[config.mk]
export PLATFORM = sky130hd
export DESIGN_NAME = fpa_div_stage
export DESIGN_NICKNAME = d
export VERILOG_FILES = /design/src/fpa_pkg.sv /design/src/fpa_div_stage.sv
export SDC_FILE = /design/constraint.sdc
export NUM_CORES = 1
export LEC_CHECK = 0
export BUFFER_PORTS_ARGS = -buffer_cell sky130_fd_sc_hd__buf_2
export CORE_AREA = 2 2 194 196
export DETAILED_ROUTE_END_ITERATION = 12
export DIE_AREA = 0 0 196 198
export PLACE_DENSITY = 0.59
export SYNTH_ARGS = -nofsm -noshare
export SYNTH_HDL_FRONTEND = slang
export SYNTH_SLANG_ARGS = --single-unit
[constraint.sdc]
create_clock -name i_clk -period 4.7 [get_ports i_clk]
set_clock_uncertainty 0.05 [all_clocks]
set_input_delay 0.94 -clock i_clk [delete_from_list [all_inputs] [get_ports i_clk]]
set_output_delay 0.94 -clock i_clk [all_outputs]
set_load 0.005 [all_outputs]
[src/fpa_pkg.sv]
// Shared types, constants and the saturation function of the fixed-point ALU.
// Depends on nothing.
package fpa_pkg;

    localparam int WORD_BITS     = 32;
    localparam int FRACTION_BITS = 8;
    localparam int NUM_BITS      = WORD_BITS + FRACTION_BITS;
    localparam int DIV_STEPS     = NUM_BITS;
    localparam int PROD_BITS     = 2 * WORD_BITS;
    localparam int MAG_BITS      = PROD_BITS + 1 - FRACTION_BITS;

    typedef enum logic [3:0] {
        OP_ADD = 4'd0, OP_SUB = 4'd1, OP_MUL = 4'd2, OP_DIV = 4'd3,
        OP_GT  = 4'd4, OP_LT  = 4'd5, OP_GE  = 4'd6, OP_LE  = 4'd7,
        OP_EQ  = 4'd8, OP_NE  = 4'd9, OP_INC = 4'd10, OP_DEC = 4'd11,
        OP_MAX = 4'd12, OP_MIN = 4'd13, OP_FROM_INT = 4'd14, OP_TO_INT = 4'd15
    } t_op;

    typedef struct packed {
        logic                 valid;
        t_op                  op;
        logic [WORD_BITS-1:0] res;
        logic                 cmp;
        logic                 dbz;
        logic                 neg;
        logic [WORD_BITS-1:0] den;
        logic [NUM_BITS-1:0]  num;
        logic [WORD_BITS-1:0] rem;
        logic [NUM_BITS-1:0]  quo;
        logic [PROD_BITS-1:0] prod;
    } t_stage;

    typedef struct packed {
        logic [WORD_BITS-1:0] value;
        logic                 ovf;
    } t_sat;

    function automatic t_sat fpa_saturate(input logic [MAG_BITS-1:0] mag, input logic neg);
        t_sat r;
        logic [MAG_BITS-1:0] lim;
        lim = {{(MAG_BITS-WORD_BITS){1'b0}}, 1'b1, {(WORD_BITS-1){1'b0}}};
        if (neg) begin
            r.ovf   = (mag > lim);
            r.value = r.ovf ? {1'b1, {(WORD_BITS-1){1'b0}}} : (~mag[WORD_BITS-1:0] + 1'b1);
        end else begin
            r.ovf   = (mag >= lim);
            r.value = r.ovf ? {1'b0, {(WORD_BITS-1){1'b1}}} : mag[WORD_BITS-1:0];
        end
        return r;
    endfunction

endpackage

[src/fpa_div_stage.sv]
// One pipeline stage of the restoring divider: one quotient bit per stage.
// The first stage also forms the magnitude product. Depends on fpa_pkg.
module fpa_div_stage #(
    parameter bit P_MUL = 1'b0
) (
    input  logic            i_clk,
    input  logic            i_rst_n,
    input  logic            i_en,
    input  fpa_pkg::t_stage i_stage,
    output fpa_pkg::t_stage o_stage
);

    fpa_pkg::t_stage r_stage;
    fpa_pkg::t_stage n_stage;
    logic [fpa_pkg::WORD_BITS:0] w_r2;
    logic                        w_qbit;

    always_comb begin
        n_stage = i_stage;
        w_r2    = {i_stage.rem, i_stage.num[fpa_pkg::NUM_BITS-1]};
        w_qbit  = (w_r2 >= {1'b0, i_stage.den});
        n_stage.rem = w_qbit ? (w_r2[fpa_pkg::WORD_BITS-1:0] - i_stage.den)
                             : w_r2[fpa_pkg::WORD_BITS-1:0];
        n_stage.num = {i_stage.num[fpa_pkg::NUM_BITS-2:0], 1'b0};
        n_stage.quo = {i_stage.quo[fpa_pkg::NUM_BITS-2:0], w_qbit};
        if (P_MUL) begin
            n_stage.prod = i_stage.num[fpa_pkg::NUM_BITS-1:fpa_pkg::FRACTION_BITS]
                         * i_stage.den;
        end
    end

    always_ff @(posedge i_clk) begin
        if (!i_rst_n) begin
            r_stage.valid <= 1'b0;
        end else if (i_en) begin
            r_stage.valid <= n_stage.valid;
        end
        if (i_en) begin
            r_stage.op   <= n_stage.op;
            r_stage.res  <= n_stage.res;
            r_stage.cmp  <= n_stage.cmp;
            r_stage.dbz  <= n_stage.dbz;
            r_stage.neg  <= n_stage.neg;
            r_stage.den  <= n_stage.den;
            r_stage.num  <= n_stage.num;
            r_stage.rem  <= n_stage.rem;
            r_stage.quo  <= n_stage.quo;
            r_stage.prod <= n_stage.prod;
        end
    end

    assign o_stage = r_stage;

endmodule

## Yosys cells after proc, flatten, opt, wreduce, memory -nomap -nowiden

Cells that the tools add are included.

- Flip-flop bits (word level): 247
- Input bits: 251

- Add/subtract/negate cells: 1
- Order comparisons: 1
- Multiplexer cells: 1

Operators by type and width:

| operator | count |
|---|---|
| >= comparator 33 x 32 -> 1 bit | 1 |
| 2-to-1 mux 32 bit | 1 |
| subtractor 32 bit | 1 |

## Depth between registers and ports, before layout

- Depth after elaboration: 2
- Mapped depth: 13
- Gate-level depth less buffers: 12

## Least setup slack after synthesis

No wires, ideal clock.

- Path kind: input port to flip-flop
- From: in i_stage[183] (netlist bit)
- To: reg r_stage, in the netlist o_stage[117], data pin
- Arrival: 3.449 ns
- Data required time: 4.388 ns
- Path slack: 0.939 ns
- Stages: 12
- Path buffers: 2
- Path through: inv_1 ha_1 buf_2 nand4_1 or4_1 a21oi_1 nor3_1 a211oi_2 o21ai_2 o31ai_4 buf_4 mux2_1

RTL lines:

| element | RTL line | text |
|---|---|---|
| start, declared | fpa_div_stage.sv:9 | `input fpa_pkg::t_stage i_stage,` |
| end, declared | fpa_div_stage.sv:13 | `fpa_pkg::t_stage r_stage;` |

==> flow_summary.toml <==
[sta]
fin_setup_tns_ns = 0
slew_headroom_pct = 44.6
finalWorstSetupSlack_ns = 0.903
worstMarginPinSlew_ns = 0.831
fin_crit_ns = 3.80
setup_viol = 0
period_share_pct = 80.8
hold_viol = 0
drv_slew = 0
rsz0062_at_grt = "false"
fmax_mhz = 263

[critical_path]
rrSetupSlack_ns = 4.04
reg2reg_to = "o_stage[247]"
worstPathArrival_ns = 4.03
required_ns = 4.93
path_cells = "buf_2 -> inv_1 -> ha_1 -> fa_1 -> nand2b_1 -> a21oi_1 -> o21ai_0 -> o311a_1 -> a31oi_1 -> a21oi_1 -> o41ai_1 -> xor2_1 -> mux2_1"
critPathMaxStageDelay_ns = 0.40
cp_top_family = "compound AO/OA/AOI/OAI gates"
path_buf_inv = 2
ff2ff_path_depth = 2
reg2reg_from = "o_stage[247]"
startpoint_type = "primary input"
worst_path_max_delay_cell = "fa_1"
cp_common_cell = "a21oi_1"
cp-end-kind = "flip-flop"
worstPathMaxFanout = 4
path_class = "in2reg"

[worst_hold_path]
worstHoldEndpoint = "o_stage[247]"
worstHoldPathCells = 2
hold_path_startpoint = "o_stage[247]"
min_path_type = "reg2reg"

[finish]
fill_cells = 3582
mostFrequentLayoutCells = "buf_2 (495), edfxtp_1 (246), a21oi_1 (54)"
ff_latch_area_um2 = 7410
multi_input_area_um2 = 2000
fin_util_pct = 36.8
largest_reg_flops = 247
finalNonFillerCells = 1608
drive_above_1_share_pct = 49.3
final_common_cell = "buf_2"
final_nets = 1393
area_growth_pct = 41.0

[status]
outcome = "completed"

[clock_tree]
postCtsResizedCells = 0
clock_latency_ns = 0.54
cts_num_sinks = 247
cts_buffers = 27
ctsHoldBuffers = 0
cts_tree = "yes"
clk_path_buf_depth = 3
cts_setup_buffers = 0
htree_levels = 1
cts-root-buf = "clkbuf_16"
clk_pin_slew_ns = 0.06

[logic_synthesis]
synthArstFlopShare_pct = 0
synth_top_area_share_pct = 76.6
syn_area_um2 = 9640
syn_avg_cell_area_um2 = 16.2
ys_types = 49
ys_seq_area_share_pct = 76.8
yosys-top-cells-area = "edfxtp_1 (77%), ha_1 (4.2%), a21oi_1 (2.8%)"
synth_edf_count = 246
postSynthRegisterBits = 247
synth_flop_cell = "edfxtp_1"
yosysWarnings = 0
yosysTopAreaCell = "edfxtp_1"
syn_nets = 878
syn-instance-count = 594

[die]
ios = 499
die_area_um2 = 38800
initial_core_util_pct = 26.1
coreArea_um2 = 37000
rows = 71
fp.dieW_um = 196
die_y_um = 198

[global_routing]
grt_util_all_layers_pct = 15.8
antenna_found_initial = 10
first_global_vias = 7039
grt-ovfl-total = 0
grt_pass1_wl_um = 45300
grt_max_degree = 108

[placed_design]
port_buffers = 496
dp.cells = 1554
place.gp.congestion = 0.870
hpwl_um = 25900
place_ws_ns = 0.386

[power]
leakage_nw = 5.90
ir_worst_vdd_v = 0.000207
p_per_area_nw_per_um2 = 407

[drt]
num_vias = 7096
drt-initial-drc-count = 441
drc_errors = 0
route.detailed.wl_per_inst_um = 20.3
via_per_inst = 4.41
antenna_left = 0
drt_wl_total_um = 32700
drt_pass1_iterations = 4

[flow_run]
max-cap-violations = 0
metrics by stage:
stage / instance area [µm²] / total power, mW / hold WS [ns]
final: 13600 / 5.53 / 0.497
after global routing: 13600 / 5.76 / 0.493
after CTS: 13600 / 5.60 / 0.488
after detailed placement: 12700 / 3.52 / 0.471
after global placement: 12700 / 3.51 / 0.450
after floorplan: 9640 / 3.05 / 0.457
metal layers:
| layer | part of all wire, % | GRT usage, % |
|---|---|---|
| met5 | 0.39 | 0 |
| met3 | 8.7 | 5.55 |
| met1 | 38 | 17.8 |
| met2 | 50 | 27.9 |
| met4 | 3.0 | 5.50 |
area by class of cell:
class / count / share of cell area (%)
multi-input cells: 291 / 14.7
diodes: 5 / 0.0921
clock inverters: 17 / 1.13
clock buffers: 32 / 5.11
flip-flops and latches: 247 / 54.5
repair buffers: 504 / 19.1
inverters: 38 / 1.05
well taps: 474 / 4.36
Yosys cell counts, drive strengths merged (3+ instances only):
cell      n
mux2     10
xnor2    16
buf      12
nand4     7
ha       32
o21ai    17
mux2i     3
nand2    27
nor4      4
inv      38
a211oi    4
nor2     36
a21oi    54
xor2     11
o21a      6
o21bai    3
o211ai    4
clkbuf    6
nor2b     3
nand3     8
nand2b    4
a31oi     5
edfxtp  246
a21o     12
report_power, final:
part	leakage (nW)	switching, mW	internal (mW)
Clock	0.419	0.885	1.17
Sequential	2.42	0.0481	2.65
Combinational	3.07	0.425	0.342
cells by family (layout without fill, tap and decap cells):
logic type	Yosys count	after routing	synth area share (%)
and+or+nand+nor	99	99	4.76
adders and majority gates	33	33	4.36
buffers and inverters	56	591	2.45
muxes	13	13	1.48
DFF	247	247	76.8
other	1	6	0.0389
xor gates and xnor gates	27	27	2.45
AOI/OAI and AO/OA	118	118	7.63
worst max-delay path by stage:
stage | from | to | slack (ns) | cells past startpoint
after floorplan | i_stage[183] | o_stage[117] | 0.94 | 12
after global placement | i_stage[175] | o_stage[134] | 0.37 | 13
after detailed placement | i_stage[175] | o_stage[134] | 0.39 | 13
after CTS | i_stage[175] | o_stage[134] | 0.93 | 13
after global routing | i_stage[175] | o_stage[134] | 0.70 | 13
final | i_stage[175] | o_stage[134] | 0.90 | 13
tightest hold or removal path, stage by stage (launching register included):
cell and delay [ns]:
dfxtp_1 0.34, mux2i_1 0.08, nor2b_1 0.10
No activity file was read; power rests on OpenSTA's default activity.
