File: src/fpa_pkg.sv
// Shared types, constants and the saturation function of the fixed-point ALU.
// Depends on nothing.
package fpa_pkg;

    localparam int WORD_BITS     = 32;
    localparam int FRACTION_BITS = 8;
    localparam int NUM_BITS      = WORD_BITS + FRACTION_BITS;
    localparam int DIV_STEPS     = NUM_BITS;
    localparam int PROD_BITS     = 2 * WORD_BITS;
    localparam int MAG_BITS      = PROD_BITS + 1 - FRACTION_BITS;

    typedef enum logic [3:0] {
        OP_ADD = 4'd0, OP_SUB = 4'd1, OP_MUL = 4'd2, OP_DIV = 4'd3,
        OP_GT  = 4'd4, OP_LT  = 4'd5, OP_GE  = 4'd6, OP_LE  = 4'd7,
        OP_EQ  = 4'd8, OP_NE  = 4'd9, OP_INC = 4'd10, OP_DEC = 4'd11,
        OP_MAX = 4'd12, OP_MIN = 4'd13, OP_FROM_INT = 4'd14, OP_TO_INT = 4'd15
    } t_op;

    typedef struct packed {
        logic                 valid;
        t_op                  op;
        logic [WORD_BITS-1:0] res;
        logic                 cmp;
        logic                 dbz;
        logic                 neg;
        logic [WORD_BITS-1:0] den;
        logic [NUM_BITS-1:0]  num;
        logic [WORD_BITS-1:0] rem;
        logic [NUM_BITS-1:0]  quo;
        logic [PROD_BITS-1:0] prod;
    } t_stage;

    typedef struct packed {
        logic [WORD_BITS-1:0] value;
        logic                 ovf;
    } t_sat;

    function automatic t_sat fpa_saturate(input logic [MAG_BITS-1:0] mag, input logic neg);
        t_sat r;
        logic [MAG_BITS-1:0] lim;
        lim = {{(MAG_BITS-WORD_BITS){1'b0}}, 1'b1, {(WORD_BITS-1){1'b0}}};
        if (neg) begin
            r.ovf   = (mag > lim);
            r.value = r.ovf ? {1'b1, {(WORD_BITS-1){1'b0}}} : (~mag[WORD_BITS-1:0] + 1'b1);
        end else begin
            r.ovf   = (mag >= lim);
            r.value = r.ovf ? {1'b0, {(WORD_BITS-1){1'b1}}} : mag[WORD_BITS-1:0];
        end
        return r;
    endfunction

endpackage

File: src/fpa_finish.sv
// Final stage: rounds the quotient or product, saturates, and holds the result beat.
// Depends on fpa_pkg.
module fpa_finish (
    input  logic                          i_clk,
    input  logic                          i_rst_n,
    input  logic                          i_en,
    input  fpa_pkg::t_stage               i_stage,
    output logic                          o_valid,
    output logic [fpa_pkg::WORD_BITS-1:0] o_value,
    output logic                          o_cmp,
    output logic                          o_dbz,
    output logic                          o_ovf
);

    logic                          r_valid;
    logic [fpa_pkg::WORD_BITS-1:0] r_value;
    logic                          r_cmp;
    logic                          r_dbz;
    logic                          r_ovf;
    logic [fpa_pkg::WORD_BITS-1:0] n_value;
    logic                          n_ovf;
    logic                          w_up;
    logic [fpa_pkg::MAG_BITS-1:0]  w_qmag;
    logic [fpa_pkg::PROD_BITS:0]   w_pround;
    fpa_pkg::t_sat                 w_sat;

    always_comb begin
        w_up     = ({i_stage.rem, 1'b0} >= {1'b0, i_stage.den});
        w_qmag   = fpa_pkg::MAG_BITS'(i_stage.quo) + fpa_pkg::MAG_BITS'(w_up);
        w_pround = {1'b0, i_stage.prod}
                 + (fpa_pkg::PROD_BITS+1)'(1 << (fpa_pkg::FRACTION_BITS - 1));
        n_value  = i_stage.res;
        n_ovf    = 1'b0;
        w_sat    = '0;
        case (i_stage.op)
            fpa_pkg::OP_MUL: begin
                w_sat   = fpa_pkg::fpa_saturate(
                    w_pround[fpa_pkg::PROD_BITS:fpa_pkg::FRACTION_BITS], i_stage.neg);
                n_value = w_sat.value;
                n_ovf   = w_sat.ovf;
            end
            fpa_pkg::OP_DIV: begin
                if (!i_stage.dbz) begin
                    w_sat   = fpa_pkg::fpa_saturate(w_qmag, i_stage.neg);
                    n_value = w_sat.value;
                    n_ovf   = w_sat.ovf;
                end
            end
            default: begin
                n_value = i_stage.res;
            end
        endcase
    end

    always_ff @(posedge i_clk) begin
        if (!i_rst_n) begin
            r_valid <= 1'b0;
        end else if (i_en) begin
            r_valid <= i_stage.valid;
        end
        if (i_en) begin
            r_value <= n_value;
            r_cmp   <= i_stage.cmp;
            r_dbz   <= i_stage.dbz;
            r_ovf   <= n_ovf;
        end
    end

    assign o_valid = r_valid;
    assign o_value = r_value;
    assign o_cmp   = r_cmp;
    assign o_dbz   = r_dbz;
    assign o_ovf   = r_ovf;

endmodule

File: config.mk
export PLATFORM = sky130hd
export DESIGN_NAME = fpa_finish
export DESIGN_NICKNAME = d
export VERILOG_FILES = /design/src/fpa_pkg.sv /design/src/fpa_finish.sv
export SDC_FILE = /design/constraint.sdc
export NUM_CORES = 1
export LEC_CHECK = 0
export ABC_AREA = 1
export CAP_MARGIN = 20
export CORE_ASPECT_RATIO = 0.6
export CORE_MARGIN = 5
export CORE_UTILIZATION = 29
export CTS_CLUSTER_SIZE = 16
export DETAILED_ROUTE_END_ITERATION = 8
export DONT_BUFFER_PORTS = 1
export HOLD_SLACK_MARGIN = 0.05
export SYNTH_ARGS = -nofsm -noshare
export SYNTH_HDL_FRONTEND = slang
export SYNTH_SLANG_ARGS = --single-unit
File: constraint.sdc
create_clock -name i_clk -period 4.6 [get_ports i_clk]
set_clock_uncertainty 0.15 [all_clocks]
set_input_delay 0.92 -clock i_clk [delete_from_list [all_inputs] [get_ports i_clk]]
set_output_delay 0.92 -clock i_clk [all_outputs]
set_load 0.01 [all_outputs]
## After elaboration in Yosys (flattened, before gate mapping)

Index checks and enable logic that the tools add are counted.

| word-level totals | value |
|---|---|
| register bits after elaboration | 36 |
| bits of input ports | 251 |
| output and inout port bits | 36 |
| word-level logic and storage cells | 28 |

| operators by class | value |
|---|---|
| $add $sub $neg | 4 |
| $lt $le $gt $ge | 5 |
| equality and inequality tests | 2 |
| mux-type cells | 10 |
| bitwise operators | 2 |

Operator list:

| cell | count |
|---|---|
| $mux 32 | 5 |
| $mux 33 | 2 |
| $add 64x8->65 const B | 1 |
| $add 32x1->32 const B | 2 |
| $not 32->32 | 2 |
| $pmux 32 s2 | 1 |
| $ge 57x32->1 const B | 1 |
| $gt 57x32->1 const B | 1 |
| $add 40x1->41 | 1 |
| $ge 41x32->1 const B | 1 |
| $gt 41x32->1 const B | 1 |
| $ge 33x32->1 | 1 |
| $eq 4x2->1 const B | 2 |
| $pmux 1 s2 | 1 |
| $mux 1 | 1 |

## Longest topological paths before layout

| logic depth | value |
|---|---|
| word-level depth | 8 |
| mapped depth | 29 |
| mapped depth without buffers | 29 |

## Worst setup path before layout

No wires, ideal clock.

| path | value |
|---|---|
| kind | input to register |
| from | input i_stage[180] in the netlist's numbering |
| to | register r_value, in the netlist o_value[19] (data pin) |
| setup time | 0.135 ns |
| arrival | 4.278 ns |
| required time | 4.315 ns |
| slack | 0.037 ns |
| stages on the path | 27 |
| path buffers | 1 |
| cells stage by stage | inv_1 > ha_1 > a21oi_1 > o21a_1 > o221ai_1 > a221o_1 > nand2_1 > o2111ai_1 > ha_1 > ha_1 > inv_1 > ha_1 > inv_1 > nor2_1 > nand3_1 > nor2_2 > nand3_1 > nor2_2 > nand3_1 > nor2_1 > nand2_1 > nand2_2 > buf_4 > nand3_1 > nand2_1 > nand2_1 > nand3_1 |

| between the ends | value |
|---|---|
| longest elaborated chain between the ends | 8 |
| elaborated cells between the ends (all ways) | 11 |
| classes of those cells | 2 x add/sub; 3 x order compare; 5 x mux; 1 x bitwise |

Ends and longest elaborated chain:

| item | line | source |
|---|---|---|
| from (decl) | fpa_finish.sv:7 | `input fpa_pkg::t_stage i_stage,` |
| $ge 33x32->1 (*) | fpa_finish.sv:28 | `w_up = ({i_stage.rem, 1'b0} >= {1'b0, i_stage.den});` |
| $add 40x1->41 (*) | fpa_finish.sv:29 | `w_qmag = fpa_pkg::MAG_BITS'(i_stage.quo) + fpa_pkg::MAG_BITS'(w_up);` |
| $not 32->32 | fpa_pkg.sv:44 | `r.value = r.ovf ? {1'b1, {(WORD_BITS-1){1'b0}}} : (~mag[WORD_BITS-1:0] + 1'b1);` |
| $add 32x1->32 | fpa_pkg.sv:44 |  |
| $mux 32 | fpa_pkg.sv:44 |  |
| $mux 33 (*) | fpa_pkg.sv:42 | `if (neg) begin` |
| $mux 32 (*) | fpa_finish.sv:43 | `if (!i_stage.dbz) begin` |
| $pmux 32 s2 (*) | fpa_finish.sv:35 | `case (i_stage.op)` |
| named net n_value, one bit | fpa_finish.sv:20 | `logic [fpa_pkg::WORD_BITS-1:0] n_value;` |
| to (signal assigned) | fpa_finish.sv:62 | `r_value <= n_value;` |
| to (decl) | fpa_finish.sv:16 | `logic [fpa_pkg::WORD_BITS-1:0] r_value;` |

The timed path passes the listed nets; every way through them passes the cells marked *.
A chain may end at the register's enable or synchronous reset.

## Final worst setup path

| path | value |
|---|---|
| from | input i_stage[200] in the netlist's numbering |
| to | register r_value, in the netlist o_value[3] (data pin) |

Same word-level chain as after synthesis.

==> impl_results.html <==
<table>
<tr><th>Metric</th><th>Value</th></tr>
<tr><th colspan="2">STA</th></tr>
<tr><td>Max transition margin</td><td>39.3%</td></tr>
<tr><td>Maximum clock frequency</td><td>216 MHz</td></tr>
<tr><td>Final-report setup violation count</td><td>4</td></tr>
<tr><td>Crit share post-route</td><td>101%</td></tr>
<tr><td>Accumulated negative setup slack</td><td>-77.8 ps</td></tr>
<tr><td>Final hold violations</td><td>0</td></tr>
<tr><td>Final worst path period need</td><td>4640 ps</td></tr>
<tr><td>RSZ-0062 raised after global routing</td><td>yes</td></tr>
<tr><td>Actual transition at the worst max-transition pin</td><td>909 ps</td></tr>
<tr><td>Slew Viols, Final</td><td>0</td></tr>
<tr><td>Final worst-path setup slack</td><td>-37.3 ps</td></tr>
<tr><th colspan="2">Clock tree</th></tr>
<tr><td>Root buffer selected by CTS</td><td>clkbuf_16</td></tr>
<tr><td>Count of H-tree levels built during CTS</td><td>2</td></tr>
<tr><td>Worst skew pair latency</td><td>290 ps</td></tr>
<tr><td>Longest Clk Path Bufs</td><td>2</td></tr>
<tr><td>Clock-pin slew of the registers on the worst-case setup and hold paths</td><td>60 ps</td></tr>
<tr><td>TritonCTS Sinks</td><td>36</td></tr>
<tr><td>CTS Hold Buffers Added</td><td>0</td></tr>
<tr><td>CTS Buf Count</td><td>5</td></tr>
<tr><td>TritonCTS clock tree</td><td>built</td></tr>
<tr><th colspan="2">Floorplan</th></tr>
<tr><td>Initial cell density of the core</td><td>29.4%</td></tr>
<tr><td>Die Width</td><td>240 µm</td></tr>
<tr><td>Number of I/O pins</td><td>287</td></tr>
<tr><td>Core region area</td><td>31300 µm²</td></tr>
<tr><td>Rows</td><td>50</td></tr>
<tr><td>Die extent in y</td><td>148 µm</td></tr>
<tr><td>Floorplan die area</td><td>35500 µm²</td></tr>
<tr><th colspan="2">Worst setup path</th></tr>
<tr><td>Signal arrival time at the worst endpoint</td><td>4650 ps</td></tr>
<tr><td>Startpoint of the lowest-slack register-to-register path</td><td>o_valid</td></tr>
<tr><td>Sort of element at the start of the critical path</td><td>input port</td></tr>
<tr><td>Kind of critical path</td><td>in -&gt; reg</td></tr>
<tr><td>Biggest fanout along the worst timing path</td><td>7</td></tr>
<tr><td>Worst setup path start</td><td>i_stage[200]</td></tr>
<tr><td>Required arrival time at the worst endpoint</td><td>4610 ps</td></tr>
<tr><td>Kind of capture point of the worst setup path</td><td>flip-flop</td></tr>
<tr><th colspan="2">Detailed routing</th></tr>
<tr><td>DRC marker count from the first detailed-route iteration</td><td>1460</td></tr>
<tr><td>Router iterations before antenna repair</td><td>6</td></tr>
<tr><td>Vias</td><td>12.5k</td></tr>
<tr><td>Post-route DRC violation count</td><td>0</td></tr>
<tr><td>Routed len/inst</td><td>18.8 µm</td></tr>
<tr><td>Antenna Violating Nets Remaining</td><td>0</td></tr>
<tr><td>Detail-routed via count per cell</td><td>5.33</td></tr>
<tr><td>Final routed wirelength across all metal layers</td><td>44200 µm</td></tr>
<tr><th colspan="2">Synthesis</th></tr>
<tr><td>Total number of yosys warnings</td><td>0</td></tr>
<tr><td>Most used flip-flop cell after synthesis</td><td>edfxtp_1</td></tr>
<tr><td>Proportion of register bits with asynchronous set or reset after synthesis</td><td>0%</td></tr>
<tr><td>Net count of the mapped netlist</td><td>2099</td></tr>
<tr><td>Unique cell type count in the Yosys netlist</td><td>41</td></tr>
<tr><td>Number of enable-type register cells in the synthesized netlist</td><td>35</td></tr>
<tr><td>Synthesized instance count</td><td>1811</td></tr>
<tr><td>Average cell area after synthesis</td><td>5.09 µm²</td></tr>
<tr><td>Part of the Yosys area used for sequential elements</td><td>11.6%</td></tr>
<tr><td>Number of synthesized register bits</td><td>36</td></tr>
<tr><td>Netlist area before placement</td><td>9210 µm²</td></tr>
<tr><th colspan="2">Place</th></tr>
<tr><td>Placed inst area</td><td>10600 µm²</td></tr>
<tr><td>Half-perimeter wire length after placement</td><td>36800 µm</td></tr>
<tr><td>Number of instances in the placed design</td><td>2325</td></tr>
<tr><td>PortBufs</td><td>0</td></tr>
<tr><td>Final RePlAce weighted congestion</td><td>1.05</td></tr>
<tr><th colspan="2">Layout</th></tr>
<tr><td>Synth-to-Final Area Change</td><td>29.6%</td></tr>
<tr><td>NumNets Final</td><td>2221</td></tr>
<tr><td>Utilization after layout</td><td>38.2%</td></tr>
<tr><td>Share of final-layout standard cells stronger than drive strength 1</td><td>19.0%</td></tr>
<tr><td>Number of cells in the finished layout apart from fillers</td><td>2350</td></tr>
<tr><td>Number of diodes</td><td>0</td></tr>
<tr><td>Final instance area</td><td>11900 µm²</td></tr>
<tr><th colspan="2">Min path</th></tr>
<tr><td>Worst Hold Launch</td><td>o_valid</td></tr>
<tr><td>Classification of the worst-slack hold path</td><td>reg -&gt; reg</td></tr>
<tr><th colspan="2">Global routing</th></tr>
<tr><td>Initial antenna violation count</td><td>3</td></tr>
<tr><td>Largest net degree at the start of global routing</td><td>109</td></tr>
<tr><td>Overall overflow remaining after global route</td><td>0</td></tr>
<tr><td>Number of global-route vias before repair</td><td>10.9k</td></tr>
<tr><td>Global-route wire length before repair</td><td>63400 µm</td></tr>
<tr><td>Total GRT Usage</td><td>22.8%</td></tr>
<tr><th colspan="2">Pwr</th></tr>
<tr><td>Power density over the cells</td><td>121 nW/µm²</td></tr>
<tr><td>Power consumption</td><td>1.45 mW</td></tr>
<tr><td>Maximum vdd drop</td><td>0.000124 V</td></tr>
<tr><td>Total leakage power</td><td>5.38 nW</td></tr>
<tr><th colspan="2">Run status</th></tr>
<tr><td>Status</td><td>finished with violations</td></tr>
<tr><td>Failing checks</td><td>setup timing</td></tr>
<tr><th colspan="2">Run</th></tr>
<tr><td>Max_cap viols</td><td>0</td></tr>
</table>
==> sequential cells by signal, summed over array words and instances (netlist names) <==
signal and flops:
o_value 32, o_valid 1, o_dbz 1, o_cmp 1, o_ovf 1
==> worst paths after layout <==
check | endpoint | slack, ps | depth (start not counted)
worst max-delay path | o_value[3] | -40 | 28
worst min-delay path | o_valid | 440 | 2
worst min register to register | o_valid | 440 | 2
worst max register to register | o_valid | 3790 | 2
==> per-layer routing <==
| layer | global-route usage [%] | routed length, µm |
|---|---|---|
| met5 | 0 | 13 |
| met4 | 2.44 | 550 |
| met3 | 8.17 | 6700 |
| met1 | 35.2 | 19700 |
| met2 | 31.0 | 17200 |
==> stage by stage <==
step                setup slack, ps  hold slack [ps]
floorplan                      36.7              405
global placement               -549              426
detailed placement             -629              426
CTS                           -40.3              445
global route                   -256              477
finish                        -37.3              439
==> cells in the mapped netlist, types with 7 or more instances <==
cell / number / area, µm²
nand2_1: 676 / 2540
nor2_1: 368 / 1380
inv_1: 185 / 694
nand3_1: 178 / 891
nand4_1: 55 / 344
xor2_1: 45 / 394
o21ai_0: 42 / 210
ha_1: 37 / 463
edfxtp_1: 35 / 1050
nand3b_1: 33 / 248
a21oi_1: 26 / 130
clkbuf_1: 22 / 82.6
nor2_2: 17 / 106
nor3_1: 17 / 85.1
xnor2_1: 15 / 131
nand2_2: 7 / 43.8
o21ai_1: 7 / 35.0
==> cell usage in the layout (no fill, tap or decap), types with 4 or more instances in the layout <==
cell type,n
nand2_1,626
nor2_1,316
inv_1,176
nand3_1,148
buf_4,137
nand4_1,55
nand2_2,46
xor2_1,44
o21ai_0,39
nor2_2,39
nor2_4,35
edfxtp_1,35
nand3b_1,33
ha_1,26
nand3_2,24
a21oi_1,22
nor3_1,14
xnor2_1,13
nand2_4,12
nand3_4,9
ha_4,9
buf_6,9
o21ai_1,6
inv_2,6
clkbuf_16,6
a21oi_2,4
o21ai_2,4
==> worst max-delay path, cell delays in order <==
cell	delay, ps
inv_8	10
ha_4	260
nand2_4	50
nor3_4	190
nand3_2	130
nor3_4	190
nand3_2	100
o2111ai_2	240
ha_4	190
buf_6	110
nand2_4	40
nor2_4	180
nand2_2	100
nor2_4	280
buf_6	150
buf_6	100
xnor2_2	120
nand2_1	100
inv_2	100
nand3_4	90
nor2_4	130
nand2_2	80
nand2_4	140
buf_12	150
nand3b_1	150
nand2_4	190
nand2_2	70
nand3_2	50
==> area by class of cell <==
class / count / area (µm²)
sequential: 36 / 1070
multi-input combinational: 1548 / 8170
tap: 416 / 520
fill: 3337 / 19300
clock buffer: 6 / 129
inverter: 188 / 727
timing repair buffer: 154 / 1290
clock inverter: 2 / 35.0
==> cell families (layout without fill, tap and decap cells) <==
| logic type | after synthesis | after routing | share of synthesized area [%] |
|---|---|---|---|
| simple gates | 1368 | 1368 | 63.0 |
| buf+inv | 227 | 350 | 9.82 |
| compound gates | 83 | 83 | 4.78 |
| xor+xnor | 60 | 60 | 5.71 |
| fa+ha+maj | 37 | 37 | 5.03 |
| flops | 36 | 36 | 11.6 |
==> where the power goes <==
group          leakage, nW  switching, mW  internal [mW]
combinational         4.94          0.358          0.240
sequential           0.350         0.0413          0.398
clock               0.0808          0.158          0.256
total                 5.38          0.557          0.893
==> what timing repair did <==
item | CTS | global route
gates cloned | 1 | 1
gates resized for setup | 61 | 196
pin swaps | 21 | 93
setup endpoints to repair | 33 | 33
buffers inserted | 5 | 11
No activity file was read; power rests on OpenSTA's default activity.
